**src/rtl/ifst_ram.sv**
```systemverilog
module ifst_ram #(
   parameter int WIDTH = 8,
   parameter int DEPTH = 16
) (
   input  logic                     clock,
   input  logic                     wr_en,
   input  logic [$clog2(DEPTH)-1:0] wr_addr,
   input  logic [WIDTH-1:0]         wr_data,
   input  logic                     rd_en,
   input  logic [$clog2(DEPTH)-1:0] rd_addr,
   output logic [WIDTH-1:0]         rd_data
);

   logic [WIDTH-1:0] mem_ff [DEPTH];
   logic [WIDTH-1:0] rd_data_ff;

   always_ff @(posedge clock) begin
      if (wr_en) begin
         mem_ff[wr_addr] <= wr_data;
      end
      if (rd_en) begin
         rd_data_ff <= mem_ff[rd_addr];
      end
   end

   assign rd_data = rd_data_ff;

endmodule

```
**config.mk**
```make
export PLATFORM = sky130hd
export DESIGN_NAME = ifst_ram
export DESIGN_NICKNAME = d
export VERILOG_FILES = /design/src/rtl/ifst_ram.sv
export SDC_FILE = /design/constraint.sdc
export NUM_CORES = 1
export LEC_CHECK = 0
export ABC_AREA = 1
export ABC_CLOCK_PERIOD_IN_PS = 1110
export BUFFER_PORTS_ARGS = -buffer_cell sky130_fd_sc_hd__buf_2
export CAP_MARGIN = 20
export CORE_UTILIZATION = 55
export CTS_CLUSTER_DIAMETER = 80
export DETAILED_ROUTE_END_ITERATION = 12
export GPL_TIMING_DRIVEN = 1
export PLACE_DENSITY = 0.75
export SLEW_MARGIN = 25
export SYNTH_ARGS = -nofsm -noshare
export SYNTH_HDL_FRONTEND = slang
export SYNTH_SLANG_ARGS = --single-unit
```
**constraint.sdc**
```tcl
create_clock -name clock -period 1.11 [get_ports clock]
set_input_delay 0.222 -clock clock [delete_from_list [all_inputs] [get_ports clock]]
set_output_delay 0.222 -clock clock [all_outputs]
set_load 0.05 [all_outputs]
```
==> summary.txt <==
Run status
  – Status: complete, but fails checks
  – Failing checks: setup timing

Clock tree
  – CTS tree: built
  – Clock Path Buffers: 2
  – Post-CTS setup buffers: 0
  – H-tree depth: 4
  – CTS buffer count: 17
  – # hold bufs at CTS: 0
  – CTS clk-pin slew, worst paths: 0.06 ns
  – Worst-skew pair later-pin latency: 0.53 ns
  – Clock Tree Root: clkbuf_8
  – CTS sink count: 136

Yosys
  – Average instance area after synthesis: 10.61 um2
  – Simple-gate area share of the yosys netlist: 20.76%
  – Synth Net Count: 570
  – Sequential share of the synthesized area: 69.85%
  – Area fraction in compound gates after synthesis: 0%
  – Top cell type's share of synthesized area: 69.85%
  – XOR/XNOR Fraction of Synth Area: 0%
  – Post-synth top cells: nand2_1 (173), edfxtp_1 (136), inv_1 (100)
  – Synth Register Bits: 136
  – Post-synth EDFFs: 136
  – Cells after Synth: 551
  – Cell taking the most area after synthesis: edfxtp_1
  – Top cells by area, synth: edfxtp_1 (70%), nand2_1 (11%), nand3_1 (8.3%)
  – Asr flop ratio synth: 0%
  – Adder-cell share of the synthesized area: 0%
  – Mux contribution to synthesized area: 0%
  – Synth warn: 0
  – Main combinational cell family by area after synthesis: simple AND/OR/NAND/NOR gates
  – Yosys cell types: 11
  – Synth Flop Type: edfxtp_1
  – Count leader, synth: nand2_1
  – Mapped Area: 0.005847 mm2

Floorplan
  – IO Count: 27
  – Die area: 0.01105 mm2
  – Die Span X: 105.1 um
  – # rows: 37
  – Die Span Y: 105.1 um
  – Initial Util: 56.64%
  – Core area: 0.01032 mm2

Power and ir drop
  – Psw: 2766 uW
  – Pleak: 0.003114 uW
  – Maximum VDD drop: 1053 uV
  – Comb power frac: 7.4%
  – Pint: 9737 uW
  – Clock power frac: 46.0%
  – Reg power frac: 46.6%
  – PwrDens: 1741 mW/mm2
  – Sw Share: 22.12%

Setup path
  – WP buf/inv: 1
  – CP startpoint kind: flip-flop
  – Setup CP Type: reg -> out
  – Worst Path Arrival: 1.12 ns
  – Worst setup EP type: primary output
  – CP Max Fanout: 1
  – CP Data Required Time: 0.89 ns
  – Crit path max-delay cell type: edfxtp_1
  – Worst stage delay on the critical path: 0.42 ns
  – CP cell instances: buf_6
  – Top delay family on crit path: flip-flops

Place
  – PortBufs: 26
  – GP Congestion: 0.8131
  – Pre-CTS setup slack: -0.3298 ns
  – Dpl hpwl: 8.069 mm

STA
  – Final hold vios: 0
  – Final min period: 1.339 ns
  – Setup ws final: -0.2287 ns
  – Clock Skews: 0.008513 ns
  – Peak Freq: 0.7470 GHz
  – Fin crit share: 120.6%
  – Setup TNS Final: -1.596 ns
  – Worst slew pin tran: 0.3844 ns
  – RSZ-0062 raised after global routing: true
  – Pins Over Slew Limit: 0
  – Rel. slew slack: 74.35%
  – Final setup fails: 8

Layout
  – Share of layout cells above drive strength 1: 23.05%
  – Nets: 622
  – Ant. Diodes: 0
  – Area Growth Syn to Fin: 22.85%
  – Finished Core Util: 69.58%

Route
  – Final wirelength: 12.84 mm
  – Pre-antenna DRT Iters: 6
  – Vias: 3984
  – Vias per inst: 5.298
  – Drc violations: 0
  – WL/cell: 17.08 um
  – Iter 0 DRT Violations: 290
  – Detail Route Antenna Nets: 0

Hold path
  – Worst hold-check path type: in -> reg

Global route
  – Antenna violations before repair: 0
  – Largest net degree at the start of global routing: 35
  – Tot GR Track Use: 25.35%
  – Vias in the first global route: 3749
  – Global-route wire length before repair: 20.00 mm
  – Remaining Overflow, GRT: 0

Job
  – Max-cap violation count: 0
## repair_timing
action,4_1_cts,5_1_grt
setup endpoints to repair,14,16
gates resized for setup,24,39
pin swaps,2,16
## metrics by stage
step,std cells,hold WS (ns),area (um2),total power (uW)
floorplan,551,0.3209,5859,6415
global placement,720,0.5872,6301,6727
detailed placement,720,0.5874,6301,6747
CTS,752,0.02894,7003,12510
global route,752,0.02954,7183,12860
finish,752,0.04901,7183,12500
## placed cells by master (no fill, tap or decap), drive strengths merged
cell type  Yosys  final
nand2        173    173
edfxtp       136    136
nor2          17     17
clkbuf         0     17
bufinv         0      4
inv          102    105
nand3         97     97
buf           24     57
nand3b         2      2
clkinv         0      6
clkinvlp       0      2
## worst paths after layout
path	from	to	slack (ns)	depth (start not counted)
worst min-delay path	rd_en	rd_data[3]	0.05	1
worst min register to register	mem_ff[12][1]	rd_data[1]	0.73	6
worst max-delay path	rd_data[5]	rd_data[5]	-0.23	1
worst max register to register	mem_ff[1][0]	rd_data[0]	0.01	6
## kinds of logic (layout without fill, tap and decap cells)
family,after synthesis,after routing
buf+inv,126,191
simple gates,289,289
flops,136,136
## sequential cells by signal, summed over array words and instances, names as in the netlist
register	flops
mem_ff	128
rd_data	8
## power by group through the flow
stage          Clock, uW  Sequential, uW  Combinational (uW)
2_1_floorplan          0            6010                 409
3_3_place_gp           0            5920                 807
3_5_place_dp           0            5920                 824
4_1_cts             5810            5820                 875
5_1_grt             6030            5830                1000
6_report            5750            5820                 928
## layer usage
| metal | wire [um] | track usage (%) | vias to the layer above |
|---|---|---|---|
| li1 | - | - | 1889 |
| met1 | 5283 | 33.42 | 1895 |
| met2 | 6361 | 40.54 | 175 |
| met3 | 884 | 6.051 | 25 |
| met4 | 313 | 10.56 | 0 |
| met5 | 0 | 0 | - |
## cell type report
class / instances / area, um2
flip-flops and latches: 136 / 4084
clock buffers: 17 / 414.1
multi-input cells: 289 / 1446
well taps: 136 / 170.2
repair buffers: 57 / 488.0
fillers: 719 / 3141
clock inverters: 15 / 197.7
inverters: 102 / 382.9
Power figures use the tool's default switching activity.
