--- src/rtl/ifst_pkg.sv ---
package ifst_pkg;

   localparam int NUM_SLOTS_DEFAULT = 64;

   // field widths
   localparam int TS_W   = 63;
   localparam int AGE_W  = 44;

   localparam int NS_PER_MS = 1000000;
   localparam int DIV_W     = $clog2(NS_PER_MS);

   // operation codes
   localparam logic [1:0] OP_BEGIN = 2'd0;
   localparam logic [1:0] OP_END   = 2'd1;
   localparam logic [1:0] OP_QUERY = 2'd2;

endpackage

--- src/rtl/ifst_div.sv ---
module ifst_div import ifst_pkg::*; (
   input  logic             clock,
   input  logic             reset,
   input  logic             start,
   input  logic [TS_W-1:0]  dividend,
   output logic             done,
   output logic [AGE_W-1:0] quotient
);

   // 10^6 = 2^6 * 15625: drop the power of two, then multiply by the reciprocal of 15625
   // rounded up at 2^-71, which is exact for any 57-bit argument
   localparam int POW2_SHIFT  = 6;
   localparam int ARG_W       = TS_W - POW2_SHIFT;
   localparam int RECIP_W     = 58;
   localparam int RECIP_SHIFT = 71;
   localparam int ACC_W       = ARG_W + RECIP_W;
   localparam int LIMB_W      = 32;
   localparam int PROD_W      = 2 * LIMB_W;
   localparam logic [PROD_W-1:0] RECIP     = 64'd151115727451828647;
   localparam logic [1:0]        LAST_STEP = 2'd3;

   logic [ARG_W-1:0]  arg_ff, arg_in;
   logic [ACC_W-1:0]  acc_ff, acc_in;
   logic [1:0]        step_ff, step_in;
   logic              run_ff, run_in;
   logic              done_ff, done_in;
   logic [LIMB_W-1:0] arg_limb;
   logic [LIMB_W-1:0] recip_limb;
   logic [PROD_W-1:0] prod;
   logic [ACC_W-1:0]  term;

   // one 32x32 partial product a cycle: low x low, low x high, high x low, high x high
   assign arg_limb   = step_ff[1] ? LIMB_W'(arg_ff[ARG_W-1:LIMB_W]) : arg_ff[LIMB_W-1:0];
   assign recip_limb = step_ff[0] ? RECIP[PROD_W-1:LIMB_W] : RECIP[LIMB_W-1:0];
   assign prod       = PROD_W'(arg_limb) * PROD_W'(recip_limb);

   always_comb begin
      case (step_ff)
         2'd0:      term = ACC_W'(prod);
         LAST_STEP: term = ACC_W'(prod) << PROD_W;
         default:   term = ACC_W'(prod) << LIMB_W;
      endcase
   end

   always_comb begin
      arg_in  = arg_ff;
      acc_in  = acc_ff;
      step_in = step_ff;
      run_in  = run_ff;
      done_in = 1'b0;
      if (start) begin
         arg_in  = dividend[TS_W-1:POW2_SHIFT];
         acc_in  = '0;
         step_in = '0;
         run_in  = 1'b1;
      end else if (run_ff) begin
         acc_in  = acc_ff + term;
         step_in = step_ff + 1'b1;
         if (step_ff == LAST_STEP) begin
            run_in  = 1'b0;
            done_in = 1'b1;
         end
      end
   end

   always_ff @(posedge clock) begin
      if (reset) begin
         run_ff  <= 1'b0;
         done_ff <= 1'b0;
      end else begin
         run_ff  <= run_in;
         done_ff <= done_in;
      end
      arg_ff  <= arg_in;
      acc_ff  <= acc_in;
      step_ff <= step_in;
   end

   assign done     = done_ff;
   assign quotient = acc_ff[RECIP_SHIFT +: AGE_W];

endmodule

--- config.mk ---
export PLATFORM = sky130hd
export DESIGN_NAME = ifst_div
export DESIGN_NICKNAME = d
export VERILOG_FILES = /design/src/rtl/ifst_pkg.sv /design/src/rtl/ifst_div.sv
export SDC_FILE = /design/constraint.sdc
export NUM_CORES = 2
export LEC_CHECK = 0
export BUFFER_PORTS_ARGS = -buffer_cell sky130_fd_sc_hd__buf_4
export CORE_MARGIN = 2
export CORE_UTILIZATION = 40
export CTS_CLUSTER_SIZE = 30
export DETAILED_ROUTE_END_ITERATION = 6
export PLACE_DENSITY = 0.6
export SKIP_CTS_REPAIR_TIMING = 1
export SYNTH_ARGS = -nofsm -noshare
export SYNTH_HDL_FRONTEND = slang
export SYNTH_SLANG_ARGS = --single-unit
--- constraint.sdc ---
create_clock -name clock -period 15.3 [get_ports clock]
set_clock_uncertainty 0.05 [all_clocks]
set_input_delay 2.295 -clock clock [delete_from_list [all_inputs] [get_ports clock]]
set_output_delay 2.295 -clock clock [all_outputs]
set_load 0.03 [all_outputs]
==> impl_metrics.csv <==
group,metric,value,unit
outcome,outcome,"finished clean",
synthesis,syn_avg_cell_area,9.12,sq um
synthesis,synth_area,37600,sq um
timing,max_freq,71.6,MHz
setup_path,slowest_delay,840,ps
routing,drt_pass1_iterations,6,
synthesis,synthTopCellsByCount,"inv_1 (823), fa_1 (572), ha_1 (522), nor2_1 (273), nand2_1 (223)",
setup_path,cp.arrival,14350,ps
grt,grt-ovfl-total,0,
clock_tree,cts_buffers,17,
routing,vias_per_cell,5.34,
setup_path,crit_top_cell,"fa_1",
routing,drt_iter0_markers,2176,
routing,drc,0,
synthesis,syn_nets,5289,
timing,worst_pin_slew,1210,ps
routing,vias,28800,
routing,totalWireLength,111000,um
place,gp_congestion,0.948,
clock_tree,root_buffer,"clkbuf_16",
routing,wl_per_cell,20.6,um
grt,first_global_vias,29200,
timing,slew_viol_final,0,
timing,setup_tns,0,ps
synthesis,yosysSeqAreaShare,10.9,%
synthesis,synth_cell_types,87,
cells_and_area,layout-drive-gt1-share,5.79,%
setup_path,crit_path_end_kind,"register",
clock_tree,clockBufferDepth,2,
synthesis,synth_ff_type,"dfxtp_1",
setup_path,crit_slowest_cell,"dfxtp_2",
synthesis,yosys.area.top_type,"fa_1",
synthesis,yosysMostFrequentCell,"inv_1",
synthesis,synthTopCellsByArea,"fa_1 (30%), ha_1 (17%), inv_1 (8.2%), dfxtp_1 (6.3%), edfxtp_1 (4.5%)",
die,die_w,311,um
grt,grt.total_usage,23.2,%
setup_path,cp_max_fo,19,
setup_path,required,15670,ps
cells_and_area,antennaDiodeCount,0,
setup_path,path_class,"reg2reg",
die,core_area,93300,sq um
die,die_h,311,um
die,fp-row-count,112,
setup_path,critical_path.startpoint_type,"register",
timing,relSlewSlack,18.8,%
timing,hold_viol,0,
cells_and_area,nNetsFinal,5276,
grt,grt_pass1_wl,171000,um
hold_path,hp-class,"reg2reg",
place,dp_hpwl,93300,um
synthesis,synthesis.instances,4129,
clock_tree,cts_tree,"built",
clock_tree,h-tree-depth,4,
synthesis,yosys_warnings,0,
timing,setup_viol,0,
die,start_util,40.3,%
routing,drtAntennaViolNets,0,
die,ios,111,
place,port_buffers,104,
die,dieArea,96600,sq um
clock_tree,cts.sinks,176,
timing,fin_crit_sh,91.3,%
timing,fin_crit,13980,ps
grt,grt_max_degree,58,
run,max-cap-violations,0,
cells_and_area,fillCellCount,9257,
timing,rsz0062_at_grt,"no",
synthesis,synth_seq_cells,176,
grt,antenna_found_initial,2,
synthesis,synthArstFlopShare,0,%
clock_tree,clock_latency,550,ps
clock_tree,clkTransAtPathRegs,90,ps
synthesis,netlist.area_leader.share,30.4,%
synthesis,synth_edf_count,57,
cells_and_area,area_delta_synth_final,6.64,%
## layout by cell type (no fill, tap or decap), drive strengths merged, types with 126 or more instances in the layout
master  instances
a21o          138
a21oi         210
buf           146
fa            572
ha            522
inv           832
nand2         223
nor2          273
o21ai         133
xnor2         126
## worst max-delay path, delay by kind of cell, from the launching register on
kind / cells / cell delay, ps
buf+inv: 6 / 910
fa+ha+maj: 10 / 4760
xor+xnor: 1 / 530
compound gates: 15 / 3720
flops: 1 / 840
simple gates: 8 / 2370
mux: 1 / 600
## routing by layer
layer | vias to the layer above | global-route usage [%] | share of wire [%]
met2 | 819 | 37.6 | 47
met5 | - | 0 | 0
met4 | 0 | 8.37 | 3.6
met3 | 167 | 3.73 | 5.8
li1 | 13400 | - | -
met1 | 14400 | 31.4 | 44
## metrics by stage
step	instance area (sq um)	std cells	hold WS, ps	util [%]	setup WS [ps]
final	40100	5383	424	43.0	1320
after global routing	40100	5383	443	43.0	672
after CTS	40100	5383	428	43.0	1360
after detailed placement	39500	5351	404	42.3	1430
after global placement	39500	5351	392	42.3	1490
after floorplan	37600	4129	382	-	3450
## cell families (layout without fill, tap and decap cells)
kind of cell	Yosys count	in the layout	synth area share (%)
adders and majority gates	1094	1094	47.8
DFF	176	176	10.9
muxes	101	101	2.69
other	1	1	0.00996
and+or+nand+nor	800	800	10.0
buffers and inverters	1004	1004	10.5
xor gates and xnor gates	204	204	4.75
AOI/OAI and AO/OA	749	749	13.4
## state kept, by name (all words and copies together), names as in the netlist
signal / count
acc_ff: 115
arg_ff: 57
done: 1
run_ff: 1
step_ff: 2
## final timing paths
check                                 from          end  slack (ps)  depth (start not counted)
worst min-delay path            acc_ff[68]   acc_ff[68]         420                          2
worst min register to register  acc_ff[68]   acc_ff[68]         420                          2
worst max-delay path            step_ff[1]  acc_ff[114]        1320                         41
worst max register to register  step_ff[1]  acc_ff[114]        1320                         41
## layout make-up
| type | instances | area (sq um) | area share (%) |
|---|---|---|---|
| Timing Repair Buffer | 146 | 1100 | 2.74 |
| Multi-Input combinational cell | 2949 | 29600 | 73.8 |
| Sequential cell | 176 | 4100 | 10.2 |
| Tap cell | 1254 | 1570 | 3.91 |
| Clock buffer | 19 | 475 | 1.18 |
| Clock inverter | 13 | 176 | 0.439 |
| Inverter | 826 | 3100 | 7.72 |
Power is not shown: default switching activity piles up to over one toggle a cycle in this logic, so the estimate is an artifact.
